File: config.mk
export PLATFORM = sky130hd
export DESIGN_NAME = train_controller_to_gamepad_mapper_top
export DESIGN_NICKNAME = d
export VERILOG_FILES = /design/src/tcgm_pkg.sv /design/src/tcgm_cfg.sv /design/src/tcgm_map.sv /design/src/train_controller_to_gamepad_mapper_top.sv
export SDC_FILE = /design/constraint.sdc
export NUM_CORES = 1
export LEC_CHECK = 0
export BUFFER_PORTS_ARGS = -buffer_cell sky130_fd_sc_hd__clkbuf_2
export CORE_AREA = 8 8 167 248
export DETAILED_ROUTE_END_ITERATION = 8
export DIE_AREA = 0 0 175 256
export PLACE_DENSITY = 0.5
export SLEW_MARGIN = 20
export SYNTH_ARGS = -nofsm -noshare
export SYNTH_HDL_FRONTEND = slang
export SYNTH_SLANG_ARGS = --single-unit
File: constraint.sdc
create_clock -name clock -period 12.5 [get_ports clock]
set_input_delay 1.875 -clock clock [delete_from_list [all_inputs] [get_ports clock]]
set_output_delay 1.875 -clock clock [all_outputs]
set_load 0.01 [all_outputs]
File: src/tcgm_pkg.sv
// Types, constants and lookup functions shared by the controller-to-gamepad mapper.
package tcgm_pkg;

   localparam logic [1:0] REG_TAP_WINDOW = 2'd0;
   localparam logic [1:0] REG_PLUS_PULSE = 2'd1;
   localparam logic [1:0] REG_NEUTRAL_Y  = 2'd2;

   localparam logic [3:0] HAT_UP     = 4'd0;
   localparam logic [3:0] HAT_RIGHT  = 4'd2;
   localparam logic [3:0] HAT_DOWN   = 4'd4;
   localparam logic [3:0] HAT_LEFT   = 4'd6;
   localparam logic [3:0] HAT_CENTER = 4'd8;

   localparam logic [13:0] PAD_Y    = 14'h0001;
   localparam logic [13:0] PAD_B    = 14'h0002;
   localparam logic [13:0] PAD_A    = 14'h0004;
   localparam logic [13:0] PAD_X    = 14'h0008;
   localparam logic [13:0] PAD_PLUS = 14'h0200;
   localparam logic [13:0] PAD_HOME = 14'h1000;

   localparam logic [3:0] POWER_INVALID = 4'hF;
   localparam logic [4:0] BRAKE_INVALID = 5'h1F;

   typedef struct packed {
      logic [15:0] tap_window_ms;
      logic [15:0] plus_pulse_ms;
      logic [7:0]  neutral_y;
   } cfg_type;

   typedef struct packed {
      logic        button_a;
      logic        button_b;
      logic        button_c;
      logic        button_start;
      logic        button_select;
      logic        button_home;
      logic [3:0]  power_notch;
      logic [4:0]  brake_notch;
      logic [31:0] now_ms;
   } poll_type;

   typedef struct packed {
      logic [13:0] pad_buttons;
      logic [3:0]  pad_hat;
      logic [7:0]  stick_y;
   } pad_report_type;

   // Brake notches above eight use the last entry.
   function automatic logic [7:0] brake_y(input logic [3:0] notch);
      logic [7:0] y;
      case (notch)
         4'd0: y = 8'd128;
         4'd1: y = 8'd96;
         4'd2: y = 8'd82;
         4'd3: y = 8'd68;
         4'd4: y = 8'd52;
         4'd5: y = 8'd38;
         4'd6: y = 8'd24;
         4'd7: y = 8'd18;
         4'd8: y = 8'd10;
         default: y = 8'd0;
      endcase
      return y;
   endfunction

   // 138 + 117 * power / 5, truncated toward zero and saturated, for every 4-bit notch.
   function automatic logic [7:0] power_y(input logic [3:0] notch);
      logic [7:0] y;
      case (notch)
         4'h8: y = 8'd0;
         4'h9: y = 8'd0;
         4'hA: y = 8'd0;
         4'hB: y = 8'd21;
         4'hC: y = 8'd45;
         4'hD: y = 8'd68;
         4'hE: y = 8'd92;
         4'hF: y = 8'd115;
         4'h0: y = 8'd138;
         4'h1: y = 8'd161;
         4'h2: y = 8'd184;
         4'h3: y = 8'd208;
         4'h4: y = 8'd231;
         default: y = 8'd255;
      endcase
      return y;
   endfunction

endpackage

File: src/tcgm_cfg.sv
// Configuration register bank behind the APB-style port.
module tcgm_cfg
   import tcgm_pkg::*;
(
   input  logic        clock,
   input  logic        reset,
   input  logic        psel,
   input  logic        penable,
   input  logic        pwrite,
   input  logic [3:0]  paddr,
   input  logic [31:0] pwdata,
   output logic [31:0] prdata,
   output logic        pready,
   output cfg_type     cfg
);

   cfg_type    cfg_ff;
   cfg_type    cfg_in;
   logic       wr_en;
   logic [1:0] reg_idx;

   assign pready  = 1'b1;
   assign reg_idx = paddr[3:2];
   assign wr_en   = psel && penable && pwrite;

   always_comb begin
      cfg_in = cfg_ff;
      if (wr_en) begin
         case (reg_idx)
            REG_TAP_WINDOW: cfg_in.tap_window_ms = pwdata[15:0];
            REG_PLUS_PULSE: cfg_in.plus_pulse_ms = pwdata[15:0];
            REG_NEUTRAL_Y:  cfg_in.neutral_y     = pwdata[7:0];
            default:        cfg_in = cfg_ff;
         endcase
      end
   end

   always_ff @(posedge clock) begin
      if (reset) begin
         cfg_ff.tap_window_ms <= 16'd100;
         cfg_ff.plus_pulse_ms <= 16'd50;
         cfg_ff.neutral_y     <= 8'd128;
      end else begin
         cfg_ff <= cfg_in;
      end
   end

   always_comb begin
      case (reg_idx)
         REG_TAP_WINDOW: prdata = {16'd0, cfg_ff.tap_window_ms};
         REG_PLUS_PULSE: prdata = {16'd0, cfg_ff.plus_pulse_ms};
         REG_NEUTRAL_Y:  prdata = {24'd0, cfg_ff.neutral_y};
         default:        prdata = 32'd0;
      endcase
   end

   assign cfg = cfg_ff;

endmodule

File: src/tcgm_map.sv
// Mapping stage: controller state, report decision and the result register.
module tcgm_map
   import tcgm_pkg::*;
(
   input  logic           clock,
   input  logic           reset,
   input  cfg_type        cfg,
   input  logic           poll_valid,
   input  poll_type       poll,
   output logic           poll_take,
   output logic           rsp_valid,
   input  logic           rsp_stall,
   output pad_report_type report
);

   logic           held_ff, held_in;
   logic [31:0]    down_ff, down_in;
   logic           plus_act_ff, plus_act_in;
   logic [31:0]    plus_start_ff, plus_start_in;
   logic [6:0]     mask_ff, mask_in;
   logic [3:0]     power_ff, power_in;
   logic [4:0]     brake_ff, brake_in;
   logic           rsp_valid_ff, rsp_valid_in;
   pad_report_type report_ff, report_in;

   logic [31:0] sel_dt;
   logic [31:0] plus_dt;
   logic        tap;
   logic        long_hold;
   logic        plus_mid;
   logic [31:0] start_mid;
   logic        expire;
   logic        plus_end;
   logic [6:0]  mask;
   logic [3:0]  power_eff;
   logic [4:0]  brake_eff;
   logic        emit;
   logic        out_free;
   logic        advance;
   logic [3:0]  brake_idx;

   always_comb begin
      sel_dt    = poll.now_ms - down_ff;
      tap       = held_ff && !poll.button_select && (sel_dt <= {16'd0, cfg.tap_window_ms});
      long_hold = held_ff && poll.button_select && (sel_dt > {16'd0, cfg.tap_window_ms});
      plus_mid  = plus_act_ff || tap;
      start_mid = tap ? poll.now_ms : plus_start_ff;
      plus_dt   = poll.now_ms - start_mid;
      expire    = plus_mid && (plus_dt > {16'd0, cfg.plus_pulse_ms});
      plus_end  = plus_mid && !expire;
      mask      = {plus_mid, poll.button_home, poll.button_select, poll.button_start,
                   poll.button_c, poll.button_b, poll.button_a};
      power_eff = (poll.power_notch == POWER_INVALID) ? power_ff : poll.power_notch;
      brake_eff = (poll.brake_notch == BRAKE_INVALID) ? brake_ff : poll.brake_notch;
      emit      = (mask != mask_ff) || (power_eff != power_ff) || (brake_eff != brake_ff);
      out_free  = !rsp_valid_ff || !rsp_stall;
      advance   = poll_valid && (!emit || out_free);
   end

   always_comb begin
      report_in.pad_buttons = 14'd0;
      report_in.pad_hat     = HAT_CENTER;
      if (long_hold) begin
         if (poll.button_start) begin
            report_in.pad_hat = HAT_UP;
         end else if (poll.button_c) begin
            report_in.pad_hat = HAT_RIGHT;
         end else if (poll.button_b) begin
            report_in.pad_hat = HAT_DOWN;
         end else if (poll.button_a) begin
            report_in.pad_hat = HAT_LEFT;
         end
      end else begin
         if (poll.button_a)     report_in.pad_buttons = report_in.pad_buttons | PAD_Y;
         if (poll.button_b)     report_in.pad_buttons = report_in.pad_buttons | PAD_B;
         if (poll.button_c)     report_in.pad_buttons = report_in.pad_buttons | PAD_A;
         if (poll.button_start) report_in.pad_buttons = report_in.pad_buttons | PAD_X;
      end
      if (poll.button_home) report_in.pad_buttons = report_in.pad_buttons | PAD_HOME;
      if (plus_end)         report_in.pad_buttons = report_in.pad_buttons | PAD_PLUS;

      brake_idx = brake_eff[3:0];
      if (!brake_eff[4] && (brake_eff != 5'd0)) begin
         report_in.stick_y = brake_y(brake_idx);
      end else begin
         report_in.stick_y = power_y(power_eff);
      end
      if ((brake_eff == 5'd0) && (power_eff == 4'd0)) begin
         report_in.stick_y = cfg.neutral_y;
      end
   end

   always_comb begin
      held_in       = held_ff;
      down_in       = down_ff;
      plus_act_in   = plus_act_ff;
      plus_start_in = plus_start_ff;
      mask_in       = mask_ff;
      power_in      = power_ff;
      brake_in      = brake_ff;
      if (advance) begin
         held_in       = poll.button_select;
         down_in       = poll.button_select ? (held_ff ? down_ff : poll.now_ms) : 32'd0;
         plus_act_in   = plus_end;
         plus_start_in = expire ? 32'd0 : start_mid;
         mask_in       = mask;
         power_in      = power_eff;
         brake_in      = brake_eff;
      end
      if (advance && emit) begin
         rsp_valid_in = 1'b1;
      end else if (!rsp_stall) begin
         rsp_valid_in = 1'b0;
      end else begin
         rsp_valid_in = rsp_valid_ff;
      end
   end

   always_ff @(posedge clock) begin
      if (reset) begin
         held_ff       <= 1'b0;
         down_ff       <= 32'd0;
         plus_act_ff   <= 1'b0;
         plus_start_ff <= 32'd0;
         mask_ff       <= 7'd0;
         power_ff      <= POWER_INVALID;
         brake_ff      <= BRAKE_INVALID;
         rsp_valid_ff  <= 1'b0;
      end else begin
         held_ff       <= held_in;
         down_ff       <= down_in;
         plus_act_ff   <= plus_act_in;
         plus_start_ff <= plus_start_in;
         mask_ff       <= mask_in;
         power_ff      <= power_in;
         brake_ff      <= brake_in;
         rsp_valid_ff  <= rsp_valid_in;
      end
   end

   always_ff @(posedge clock) begin
      if (advance && emit) begin
         report_ff <= report_in;
      end
   end

   assign poll_take = advance;
   assign rsp_valid = rsp_valid_ff;
   assign report    = report_ff;

endmodule

File: src/train_controller_to_gamepad_mapper_top.sv
// Top level of the train controller to gamepad report mapper.
// A report passes through the input register and then the result register.
// Throughput: one item per cycle; an item that causes a report waits while a report is stalled.
// An item that causes no report still moves through the input register without waiting on a stalled report.
// Reset is synchronous: it clears the controller state, empties both registers and
// restores the configuration registers to their documented values.
module train_controller_to_gamepad_mapper_top
   import tcgm_pkg::*;
(
   input  logic        clock,
   input  logic        reset,
   input  logic        req_valid,
   output logic        req_stall,
   input  logic        req_button_a,
   input  logic        req_button_b,
   input  logic        req_button_c,
   input  logic        req_button_start,
   input  logic        req_button_select,
   input  logic        req_button_home,
   input  logic [3:0]  req_power_notch,
   input  logic [4:0]  req_brake_notch,
   input  logic [31:0] req_now_ms,
   output logic        rsp_valid,
   input  logic        rsp_stall,
   output logic [13:0] rsp_pad_buttons,
   output logic [3:0]  rsp_pad_hat,
   output logic [7:0]  rsp_stick_y,
   input  logic        psel,
   input  logic        penable,
   input  logic        pwrite,
   input  logic [3:0]  paddr,
   input  logic [31:0] pwdata,
   output logic [31:0] prdata,
   output logic        pready
);

   cfg_type        cfg;
   poll_type       poll_ff;
   logic           poll_valid_ff, poll_valid_in;
   logic           poll_take;
   logic           req_load;
   pad_report_type report;

   tcgm_cfg u_cfg (
      .clock   (clock),
      .reset   (reset),
      .psel    (psel),
      .penable (penable),
      .pwrite  (pwrite),
      .paddr   (paddr),
      .pwdata  (pwdata),
      .prdata  (prdata),
      .pready  (pready),
      .cfg     (cfg)
   );

   assign req_stall = poll_valid_ff && !poll_take;
   assign req_load  = req_valid && !req_stall;

   always_comb begin
      if (req_load) begin
         poll_valid_in = 1'b1;
      end else if (poll_take) begin
         poll_valid_in = 1'b0;
      end else begin
         poll_valid_in = poll_valid_ff;
      end
   end

   always_ff @(posedge clock) begin
      if (reset) begin
         poll_valid_ff <= 1'b0;
      end else begin
         poll_valid_ff <= poll_valid_in;
      end
   end

   always_ff @(posedge clock) begin
      if (req_load) begin
         poll_ff.button_a      <= req_button_a;
         poll_ff.button_b      <= req_button_b;
         poll_ff.button_c      <= req_button_c;
         poll_ff.button_start  <= req_button_start;
         poll_ff.button_select <= req_button_select;
         poll_ff.button_home   <= req_button_home;
         poll_ff.power_notch   <= req_power_notch;
         poll_ff.brake_notch   <= req_brake_notch;
         poll_ff.now_ms        <= req_now_ms;
      end
   end

   tcgm_map u_map (
      .clock      (clock),
      .reset      (reset),
      .cfg        (cfg),
      .poll_valid (poll_valid_ff),
      .poll       (poll_ff),
      .poll_take  (poll_take),
      .rsp_valid  (rsp_valid),
      .rsp_stall  (rsp_stall),
      .report     (report)
   );

   assign rsp_pad_buttons = report.pad_buttons;
   assign rsp_pad_hat     = report.pad_hat;
   assign rsp_stick_y     = report.stick_y;

endmodule
==> results.txt, run 1 <==
Across the routed clock network, the largest skew measured is 0.0130 ns. Using the TritonRoute via totals, the vias-per-cell ratio works out to 5.34. The internal portion of the total power is 1060 uW.

Leaving out fill and tap cells, the most frequent cells in the layout are nand2_1 (210), a21oi_1 (156), dfxtp_1 (123). The slowest stage of the critical path belongs to the cell and4_2. For the sequential power share, the log shows 0.434.

For the relative contribution of the clock network to total power, the log shows 0.365. The logs give 0 for the number of cells upsized or downsized after cts and 491 uW for the switching power. The share of synthesized area occupied by flip-flops and latches was 0.335; the count of pins on the block boundary was 151. For the final count of pins violating max slew, the log shows 0.

The average wire per standard cell works out to 18.6 um. The clock tree synthesis step divided the H-tree into 4 levels. The synthesized netlist occupies a cell area of 13,100 um2. Clock tree synthesis inserted a total of 17 buffers. For the achievable frequency, the log shows 88.2 MHz.

TritonCTS built the clock tree. Class of the most critical hold timing path: reg -> reg. In this design, the critical path's most frequently occurring cell is o21ai_0. Clock latency on the worst-skew pair, taken at its later pin, is 0.46 ns. Setup repair after global routing left no endpoint under its margin. Detailed routing inserted a total of 11,500 vias. In the routed design, unresolved DRC markers number 0.

For this run, the detailed router's first-pass iteration total came to 8. The minimum clock period after layout is 11.34 ns. The run gives 0.863 as the routability congestion estimate from global placement. The library cell used most frequently in the layout, excluding fill and tap cells, is nand2_1.

The critical path in this run is classified as reg -> reg. The floorplan step defined a die boundary enclosing 44,800 um2. The number of flops mapped to enable cells by yosys came out at 64. Buffer count from post-CTS setup fixing: 0.

Max-cap violations in this run came to 0. STA classifies the critical path endpoint as a flop. The tools report the proportion of power drawn by combinational gates as 0.200. The slew at the pin closest to its max-slew limit was 1.12 ns; the final-layout worst hold slack was 0.451 ns. The area fraction of the dominant cell type after synthesis came out at 0.188. The clock transition at the registers of the reported paths came out at 0.08 ns. The number of hold buffers added after CTS was 0.

The Yosys step of the flow raised 0 warnings. Leading register cell type out of synthesis: dfxtp_1. The count of buffers added on input and output ports is 106. Total power for the finished layout comes to 1550 uW.

Launching element of the worst setup path: poll_ff[0]$_DFFE_PP_. The hold path startpoint was u_map.down_ff[21]$_SDFFE_PP0P_. Ranked by total cell area, the synthesized netlist is headed by dfxtp_1 (19%), edfxtp_1 (15%), ha_1 (9.3%).

The proportion of synthesized flip-flops having asynchronous set or reset was 0. The longest clock path from root to sink contains 2 buffers. The number of global-route vias before repair came out at 11,400. STA classifies the critical path startpoint as a flop. Synthesized area per cell: 8.27 um2.

The run gives 12.89 ns as the critical path required time. The run finished with clean final reports. Reg-to-reg startpoint: poll_ff[0]$_DFFE_PP_. Dividing total power by cell area gives a power density of 107 nW/um2. Entering global routing, the biggest net connects 59 pins. The run gives 0.254 as the worst-case headroom to the max-slew limit. The root buffer cell was clkbuf_16. The analysis attributes to cell leakage a power of 0.00565 uW. The first-pass GRT wire length came out at 62,700 um.

The total track usage was 0.178; the synthesis-to-layout area growth was 11.3%. After the first detailed-routing iteration, the DRC count stood at 730. Cell taking the most area after synthesis: dfxtp_1. The post-route fraction of the period consumed by the critical path is 0.907.

The floorplan has 88 rows. Switching power as a share of total power: 0.317. The layout net count is 1,827.

The tools report the final setup violation count as 0. The share of cells above drive strength 1 is 0.127. The starting utilization of the core area is 0.344, and the maximum resistive drop on vdd is 0.0860 mV.

The count of nets left with antenna violations once routing finished came out at 0. Kind of cell with the highest combined delay on the critical path: simple AND/OR/NAND/NOR gates. The die span in y came out at 256 um.

The number of distinct standard cells referenced by the synthesized netlist was 89; the synthesized instance count was 1,580. The number of antenna diodes in the final layout is 0. The number of sinks handled by clock tree synthesis is 187. STA puts the critical path data arrival time at 11.73 ns. The wire length after detailed routing was 40,000 um; the number of hold violations in the final report was 0. Of all nets on the critical path, the largest fanout is 17. From left edge to right edge, the die measures 175 um. In this design, the stage delay of the slowest critical-path cell is 0.50 ns.

Summed negative setup slack over all endpoints: 0 ns. Together, buffers and inverters on the worst path number 2. The total overflow left after global routing is 0. The tools report the detailed placer's ending HPWL as 31,300 um. The core box area was 38,000 um2; the number of antenna violations at the first check in global routing was 0. Post-synthesis sequential element count: 187.
==> power groups by stage <==
stage                     clock [uW]  sequential [uW]  combinational [uW]
final                            567              674                 311
after detailed placement           0              688                 309
after floorplan                    0              679                 227
after global placement             0              688                 307
after CTS                        584              674                 311
after global routing             607              676                 347
==> layout make-up <==
class | count | area [um2]
Multi-Input combinational cell | 1212 | 7900
Clock buffer | 20 | 483
Sequential cell | 187 | 4380
Clock inverter | 12 | 118
Inverter | 98 | 368
Tap cell | 495 | 619
Fill cell | 3965 | 23400
Timing Repair Buffer | 122 | 673
==> per-stage QoR <==
step	util	cells	setup WS (ns)	instance area [um2]
CTS	0.382	2145	0.951	14500
detailed placement	0.366	2113	1.04	13900
floorplan	-	1604	2.87	13200
global placement	0.366	2113	1.10	13900
finish	0.383	2146	1.16	14500
global route	0.383	2146	0.101	14500
==> sequential cells by signal, indices dropped and copies added, names as in the netlist <==
signal	count
u_cfg.cfg	40
u_map.rsp_valid	1
u_map.plus_act_ff	1
u_map.report	17
u_map.down_ff	32
u_map.mask_ff	7
u_map.plus_start_ff	32
poll_valid_ff	1
u_map.power_ff	4
poll_ff	47
u_map.brake_ff	5
==> synth_stat cells (all sizes together) (15+ instances only) <==
library cell and number:
nand4 29, xor2 27, xnor2 27, a21o 28, a211o 24, buf 46
nor2 108, inv 98, nor4 19, a21oi 159, o21a 15, nor3 18
clkbuf 61, dfxtp 123, ha 97, nand3 55, a31oi 19, nand2 210
mux2i 57, edfxtp 64, nand2b 15, a211oi 17, nor2b 15, o21ai 100
==> worst reg2reg max path: cells and delay by family (launching register included) <==
kind,cells,cell delay [ns]
AO/OA/AOI/OAI,20,3.72
XOR/XNOR,2,0.34
adder cells (fa/ha/maj),6,1.82
buffers and inverters,2,0.33
flip-flops,1,0.37
AND/OR/NAND/NOR,22,4.71
==> metal layers <==
metal	track usage	vias to the layer above	wire length, um
li1	-	5747	-
met1	0.195	5384	16200
met2	0.330	261	20900
met3	0.0267	66	1560
met4	0.0789	0	1390
met5	0	-	0
==> path summary, 6_finish.rpt <==
| kind | end | slack [ns] | depth (start not counted) |
|---|---|---|---|
| worst min register to register | u_map.down_ff[21]$_SDFFE_PP0P_ | 0.45 | 2 |
| worst max-delay path | u_map.plus_start_ff[5]$_SDFFE_PP0P_ | 1.16 | 52 |
| worst min-delay path | u_map.down_ff[21]$_SDFFE_PP0P_ | 0.45 | 2 |
| worst max register to register | u_map.plus_start_ff[5]$_SDFFE_PP0P_ | 1.16 | 52 |
==> cell families (layout without fill, tap and decap cells) <==
family | after synthesis | after routing | synth area share
adders and majority gates | 102 | 102 | 0.0982
other | 2 | 26 | 0.000574
muxes | 60 | 60 | 0.0462
buffers and inverters | 205 | 252 | 0.0699
DFF | 187 | 187 | 0.335
xor gates and xnor gates | 54 | 54 | 0.0362
AOI/OAI and AO/OA | 448 | 448 | 0.224
and+or+nand+nor | 522 | 522 | 0.190
Note: power is estimated with default switching activity, not from simulation.
==> run 2: changes to the inputs <==
- CORE_AREA: 8 8 167 248 -> 8 8 157 233
- DIE_AREA: 0 0 175 256 -> 0 0 165 241
- GPL_ROUTABILITY_DRIVEN: default -> 0
- HOLD_SLACK_MARGIN: default -> 0.02
- PLACE_DENSITY: 0.5 -> 0.56
==> run 2 against run 1 <==
Effect of this change:
- total power down 1.1%
- via count is 1.6% higher
- clock power is 3% lower
- count of clock-buffer cells in the layout down 2
- register-to-register slack got worse by 0.03 ns
==> results.txt, run 2 (synthesized netlist as in run 1, its figures left out) <==
The synthesis-to-layout area growth came out at 10.4%. Total of fill cells in the finished design: 3,373 (-15%). For this design, the slowest cell found on the critical path is and4_2. Tracing the worst setup path back leads to its startpoint at poll_ff[0]$_DFFE_PP_. The worst setup skew after layout was 0.0161 ns (+0.00309 ns); the slew at the pin closest to its max-slew limit was 1.02 ns (-0.0948 ns).

For the switching power, the log shows 481 uW (-2.2%). Setup repair after global routing left no endpoint under its margin. The final setup violation count came out at 0 (unchanged).

The worst setup path is captured at a flop. The average wire per standard cell came out at 18.4 um (-1.4%). The run gives 0.200 (about the same) as the proportion of power drawn by combinational gates. Detailed placer's ending HPWL: 29,500 um (-5.6%). The tools report the root buffer cell as clkbuf_16.

The top layer reached by signal wires is met4. For the TritonCTS buffer count, the log shows 17 (unchanged). The die width is 165 um (-5.7%). TritonCTS built the clock tree. The tools report the DRC violations left as 0 (unchanged).

The achievable frequency was 88.0 MHz (-0.24%). Cell type with the highest occurrence count on the critical path: o21ai_0. The run gives 0.394 (+0.0503) as the starting utilization of the core area.

The delay of the slowest cell on the worst path is 0.50 ns (about the same), and the critical path arrival is 11.76 ns (+0.03 ns). The final total power came out at 1530 uW (-1.1%). The tools report the relative contribution of the clock network to total power as 0.360 (-0.005). By startpoint and endpoint, the worst setup path is classified as reg -> reg. The startpoint identified for the worst register-to-register timing path is poll_ff[0]$_DFFE_PP_. The number of vias in the routed layout came out at 11,600 (+1.6%). The count of pins on the block boundary was 151 (unchanged). Number of global-route vias before repair: 11,300 (-0.66%). The die span in y was 241 um (-5.9%); the post-route fraction of the period consumed by the critical path was 0.909 (+0.00222). The run gives 0 ns (unchanged) as the summed negative setup slack over all endpoints. The switching power as a share of total power came out at 0.313 (-0.00341).

The run gives 0 (unchanged) as the number of antenna violations at the first check in global routing. The layout net count was 1,826 (-0.055%); the first-pass GRT wire length was 59,900 um (-4.6%). The tools report the reported leakage power as 0.00565 uW (about the same).

The number of antenna cells inserted was 0 (unchanged). The clock latency on the worst-skew pair came out at 0.46 ns (about the same). Kind of cell with the highest combined delay on the critical path: simple AND/OR/NAND/NOR gates. The worst-case headroom to the max-slew limit was 0.318 (+0.0634).

The total global routing overflow is 0 (unchanged), and the number of nets with antenna violations after detailed routing is 0 (unchanged). The clock transition at the registers of the reported paths was 0.08 ns (about the same); the level count of the clock H-tree was 4 (unchanged). The tools report the hold path startpoint as u_map.plus_start_ff[1]$_SDFFE_PP0P_. Power density relative to cell area: 106 nW/um2 (-0.37%). The maximum resistive drop on vdd came out at 0.0707 mV (-18%). The full die area came out at 39,800 um2 (-11%). The core box area is 33,100 um2 (-13%). The depth of the worst register-to-register path works out to 52 (unchanged). The number of sinks handled by clock tree synthesis came out at 187 (unchanged). Post-detailed-route via-to-cell ratio: 5.62 (+5.3%). The register with the most flip-flops was poll_ff.

The flip-flop count of the largest register after layout was 47 (unchanged); the maximum number of pins on one net before global-route repair was 85 (+44%). The run gives 82 (-6.8%) as the placement row count. For the wire length on met3, the log shows 1820 um (+16%).

The area taken by multi-input logic gates is 7910 um2 (about the same), and the wire length after detailed routing is 38,100 um (-4.9%). The number of hold violations in the final report is 0 (unchanged). The class of the most critical hold timing path was reg -> reg.

For the detailed route wirelength on metal2, the log shows 19,400 um (-7.2%). STA classifies the critical path startpoint as a flop. The quantity of I/O buffers inserted on ports is 106 (unchanged). The sum of buffers and inverters on the critical path is 2 (unchanged).

Hold-critical path depth: 2 (unchanged). For the deepest clock path buffer count, the log shows 2 (unchanged). The share of cells above drive strength 1 was 0.125 (-0.00174); the total number of cells along the worst setup path was 52 (unchanged). The sequential power share was 0.440 (+0.006); the final count of pins violating max slew was 0 (unchanged). The total track usage was 0.193 (+0.0152). The flow ran to the end, and the final reports show no timing, DRC or antenna violations. The internal power consumption was 1050 uW (-0.63%); the footprint of the flip-flops and latches was 4380 um2 (unchanged). Number of violations reported at the end of detailed-routing iteration 0: 737 (+0.96%).

The buffer count from post-CTS setup fixing is 0 (unchanged), and the minimum clock period after layout is 11.37 ns (+0.0277 ns). The peak fanout along the critical path is 19 (+2). The tools report the critical path required time as 12.89 ns (about the same). The total routed wire length on the met1 layer came out at 15,200 um (-6.0%).

The max-cap violation count was 0 (unchanged). The tools report the length of the first detailed-routing pass in iterations as 6 (-2). In the layout the commonest cells are nand2_1 (210), a21oi_1 (156), dfxtp_1 (123). The commonest non-fill, non-tap cell in the layout is nand2_1.
-- run 2: cell count changes in the layout (fill, tap and decap cells not counted), sizes merged --
cell,delta
clkinv,+3
clkbuf,-2
buf,-1
bufinv,+1
clkinvlp,-1
inv,-1
-- run 2: layout make-up --
class / instances / share of cell area
clock buffer: 18 / 0.0297
inverter: 98 / 0.0255
tap: 420 / 0.0364
timing repair buffer: 121 / 0.0461
clock inverter: 14 / 0.0108
sequential: 187 / 0.304
multi-input combinational: 1212 / 0.548
-- run 2: metrics by stage --
| stage | setup WS (ns) | utilization | hold WS, ns | area [um2] | instances |
|---|---|---|---|---|---|
| after floorplan | 2.87 | - | 0.427 | 13200 | 1604 |
| after global placement | 1.17 | 0.417 | 0.434 | 13800 | 2037 |
| after detailed placement | 0.919 | 0.417 | 0.440 | 13800 | 2037 |
| after CTS | 0.870 | 0.435 | 0.452 | 14400 | 2069 |
| after global routing | 0.0213 | 0.436 | 0.472 | 14400 | 2070 |
| final | 1.13 | 0.436 | 0.449 | 14400 | 2070 |
-- run 2: power by group through the flow --
| stage | Combinational (uW) | Clock [uW] | Sequential [uW] |
|---|---|---|---|
| 2_1_floorplan | 227 | 0 | 679 |
| 3_5_place_dp | 304 | 0 | 689 |
| 6_report | 307 | 552 | 674 |
| 4_1_cts | 306 | 568 | 675 |
| 3_3_place_gp | 300 | 0 | 688 |
| 5_1_grt | 343 | 592 | 677 |
-- run 2: layer usage --
metal / up-vias / global-route usage
met4: 0 / 0.104
met5: - / 0
met2: 316 / 0.345
met3: 67 / 0.0294
li1: 5745 / -
met1: 5511 / 0.215
-- run 2: what timing repair did --
action | in CTS | in global routing
setup endpoints to repair | 0 | 25
gates resized for setup | 0 | 2
hold buffers | 0 | 0
-- run 2: path summary, 6_finish.rpt --
kind	endpoint	slack, ns
hold reg to reg	u_map.plus_start_ff[1]$_SDFFE_PP0P_	0.45
hold / removal	u_map.plus_start_ff[1]$_SDFFE_PP0P_	0.45
setup / recovery	u_map.plus_start_ff[5]$_SDFFE_PP0P_	1.13
setup reg to reg	u_map.plus_start_ff[5]$_SDFFE_PP0P_	1.13
-- run 2: tightest hold or removal path, cell delays in order (launching register included) --
cell     delay [ns]
dfxtp_1        0.31
nand2_1        0.05
o21ai_1        0.05
==> run 3: changes to the inputs <==
- CAP_MARGIN: default -> 20
- CORE_AREA: 8 8 157 233 -> 8 8 161 238
- CTS_CLUSTER_SIZE: default -> 40
- DIE_AREA: 0 0 165 241 -> 0 0 169 246
- PLACE_DENSITY: 0.56 -> 0.55
- SYNTH_HIERARCHICAL: default -> 1
==> run 3 against run 2 <==
Effect of this change:
- fmax rose by 1.8%
- global-route usage fell by 0.51 points
- register-to-register slack improved by 0.21 ns
- cell count rose by 5.3%
- via count rose by 2.1%
- first-iteration DRC count fell by 1.9%
- core utilization fell by 0.50 points
- clock skew fell by 0.0014 ns
- combinational power rose by 15%
- hold slack improved by 0.0028 ns
==> results.txt, run 3 <==
The switching power as a share of total power is 0.322 (+0.00832). The path class of the tightest hold or removal check is reg -> reg. The quantity of hold-fixing buffers added after cts is 0 (unchanged), and the switching power is 507 uW (+5.5%).

The share of cells above drive strength 1 came out at 0.120 (-0.00475). The count of pins on the block boundary was 151 (unchanged). The synthesized cell area was 13,700 um2 (+4.8%).

The core box area is 34,900 um2 (+5.3%). The post-synthesis sequential element count is 187 (unchanged), and the worst-case headroom to the max-slew limit is 0.298 (-0.0194). The number of antenna violations at the first check in global routing came out at 0 (unchanged). Proportion of synthesized flip-flops having asynchronous set or reset: 0 (unchanged).

The sequential power share is 0.432 (-0.008), and the die width is 169 um (+2.4%). The slew at the pin closest to its max-slew limit was 1.04 ns (+0.0229 ns). The tools report the number of nets with antenna violations after detailed routing as 0 (unchanged). The leading register cell type out of synthesis is dfxtp_1. Proportion of power drawn by combinational gates: 0.225 (+0.025). The critical path arrival was 11.55 ns (-0.21 ns); the placement row count was 84 (+2.4%). The tools report the final design utilization as 0.431 (-0.00505). The run gives 89.6 MHz (+1.8%) as the achievable frequency. The tools report the starting utilization of the core area as 0.393 (-0.00194). The peak fanout along the critical path is 17 (-2), and the first-pass GRT wire length is 61,500 um (+2.8%).

The reported leakage power was 0.00592 uW (+4.8%). The tree is rooted in a clkbuf_16. The post-route fraction of the period consumed by the critical path works out to 0.893 (-0.0164).

Clock latency on the worst-skew pair: 0.46 ns (about the same). In the synthesized netlist, the cells that appear most often are nand2_1 (158), a21oi_1 (141), dfxtp_1 (123), nor2_1 (116), inv_1 (108). The clock transition at the registers of the reported paths works out to 0.08 ns (about the same). The minimum clock period after layout is 11.16 ns (-0.205 ns), and the synthesis-to-layout area growth is 9.68%. The global routing usage on met2 came out at 0.351 (+0.00649). The routing usage on met1 is 0.199 (-0.0163), and the number of distinct standard cells referenced by the synthesized netlist is 95 (+6.7%). After global routing, the most crowded layer is met2. The number of vias in the routed layout was 11,900 (+2.1%).

The TritonCTS buffer count was 17 (unchanged); the summed negative setup slack over all endpoints was 0 ns (unchanged). The number of flops mapped to enable cells by yosys came out at 64 (unchanged). For the count of non-filler cells in the finished layout, the log shows 2,180 (+5.3%).

The layout net count came out at 1,883 (+3.1%). The tools report the maximum resistive drop on vdd as 0.0851 mV (+20%). For the footprint of the flip-flops and latches, the log shows 4380 um2 (unchanged). The flip-flop count of the largest register after layout came out at 47 (unchanged). The total of fill cells in the finished design is 3,576 (+6.0%).

The logs give 14,500 um2 (+4.6%) for the instance area after placement and 0 (unchanged) for the DRC violations left. The flow ran to the end, and the final reports show no timing, DRC or antenna violations. Setup repair after global routing left no endpoint under its margin.

The total global routing overflow was 0 (unchanged). Worst-path cell with the longest stage delay: a21oi_1. The cell that appears most often on the critical path is a21oi_1.

The level count of the clock H-tree was 4 (unchanged). The post-detailed-route via-to-cell ratio was 5.45 (-3.0%). The number of violations reported at the end of detailed-routing iteration 0 is 723 (-1.9%), and the synthesized area per cell is 8.39 um2 (+1.4%). Critical path required time: 12.88 ns (about the same). For the detailed placer's ending HPWL, the log shows 30,800 um (+4.3%). The number of sinks handled by clock tree synthesis came out at 187 (unchanged). Type of destination of the critical path: a flop. The quantity of I/O buffers inserted on ports came out at 106 (unchanged). The run gives 15,000 um2 (+4.1%) as the final design area excluding fillers. The logs give 0.0260 (-0.00340) for the met3 track demand over resource and 96 (+13%) for the maximum number of pins on one net before global-route repair. The register with the most flip-flops is poll_ff.

The wire length after detailed routing is 39,600 um (+4.0%). Among all cell types in the netlist, the one instantiated most often is nand2_1. The delay of the slowest cell on the worst path came out at 0.72 ns (+0.22 ns). The run gives 0 (unchanged) as the number of cells upsized or downsized after cts. The deepest clock path buffer count was 2 (unchanged). The logs give 1580 uW (+2.8%) for the final total power and 8460 um2 (+7.0%) for the area taken by multi-input logic gates.

The full die area is 41,600 um2 (+4.5%). Leaving out fill and tap cells, the most frequent cell in the layout is nand2_1. The worst setup path is launched from a flop. The average wire per standard cell was 18.2 um (-1.3%); the number of synthesis warnings was 6 (+6). The number of antenna cells inserted is 0 (unchanged), and the final setup violation count is 0 (unchanged). The logs give 0.343 (-0.017) for the relative contribution of the clock network to total power and 0 (unchanged) for the final count of pins violating max slew. The internal power consumption is 1070 uW (+1.5%), and the number of global-route vias before repair is 11,400 (+1.0%). After synthesis, the cell types taking the most area are dfxtp_1 (18%), edfxtp_1 (14%), ha_1 (8.9%). TritonCTS built the clock tree. The worst setup path is of the reg -> reg kind. The synthesized instance count was 1,632 (+3.3%); the number of hold violations in the final report was 0 (unchanged). The placed cell count is 2,148 (+5.4%).

The top cell types in the final layout, fill and taps aside, are nand2_1 (158), a21oi_1 (141), dfxtp_1 (123). The total track usage was 0.188 (-0.00513). The power density relative to cell area was 105 nW/um2 (-1.3%); the die span in y was 246 um (+2.1%). The tools report the max-cap violation count as 0 (unchanged). The tools report the share of synthesized area occupied by flip-flops and latches as 0.320 (-0.0153). Cell taking the most area after synthesis: dfxtp_1. Length of the first detailed-routing pass in iterations: 7 (+1). The buffer count from post-CTS setup fixing was 0 (unchanged); the worst setup skew after layout was 0.0147 ns (-0.00141 ns). The area fraction of the dominant cell type after synthesis works out to 0.180 (-0.00859).
run 3: cell types whose count changed after synthesis, moves of 14 or more:
cell,before,now
nand2_1,210,158
a211o_1,24,10
mux2i_1,57,89
a21oi_1,157,141
clkbuf_1,61,36
a21o_1,27,42
nand2b_1,15,65
run 3: critical path, delay by kind of cell (launching register included):
kind	cells	cell delay [ns]
flip-flops	1	0.43
buffers and inverters	3	0.62
AO/OA/AOI/OAI	24	4.47
adder cells (fa/ha/maj)	6	1.65
AND/OR/NAND/NOR	15	3.50
XOR/XNOR	1	0.15
multiplexers	1	0.24
run 3: power groups by stage:
stage	Combinational (uW)	Sequential (uW)	Clock, uW
after CTS	353	682	562
after floorplan	266	686	0
after global placement	347	695	0
after global routing	393	684	583
after detailed placement	351	696	0
final	354	681	541
run 3: area by class of cell:
cell class | instances | area share
clock buffer | 20 | 0.0311
clock inverter | 12 | 0.00666
inverter | 109 | 0.0272
multi-input combinational | 1263 | 0.563
sequential | 187 | 0.292
tap | 473 | 0.0394
timing repair buffer | 116 | 0.0405
run 3: path summary, 6_finish.rpt:
kind                                                startpoint                             endpoint  slack [ns]  depth (start not counted)
worst max-delay path                      poll_ff[0]$_DFFE_PP_  u_map/plus_start_ff[3]$_SDFFE_PP0P_        1.34                         50
worst min-delay path            u_map/down_ff[27]$_SDFFE_PP0P_       u_map/down_ff[27]$_SDFFE_PP0P_        0.45                          2
worst max register to register            poll_ff[0]$_DFFE_PP_  u_map/plus_start_ff[3]$_SDFFE_PP0P_        1.34                         50
worst min register to register  u_map/down_ff[27]$_SDFFE_PP0P_       u_map/down_ff[27]$_SDFFE_PP0P_        0.45                          2
run 3: cell families after synthesis:
kind of cell | Yosys count | share of synthesized area
flip-flops | 187 | 0.320
other | 3 | 0.000822
AO/OA/AOI/OAI | 440 | 0.213
adder cells (fa/ha/maj) | 100 | 0.0923
AND/OR/NAND/NOR | 556 | 0.206
buffers and inverters | 205 | 0.0695
XOR/XNOR | 50 | 0.0320
multiplexers | 91 | 0.0669
run 3: through the flow:
step | hold WS, ns | worst slack, ns
final | 0.452 | 1.34
after global routing | 0.466 | 0.544
after CTS | 0.452 | 1.30
after detailed placement | 0.441 | 1.37
after global placement | 0.434 | 1.45
after floorplan | 0.421 | 3.37
run 3: layer usage:
metal,vias up,wire [um]
li1,5976,-
met1,5596,15600
met2,247,20700
met3,66,1340
met4,0,1970
met5,-,0
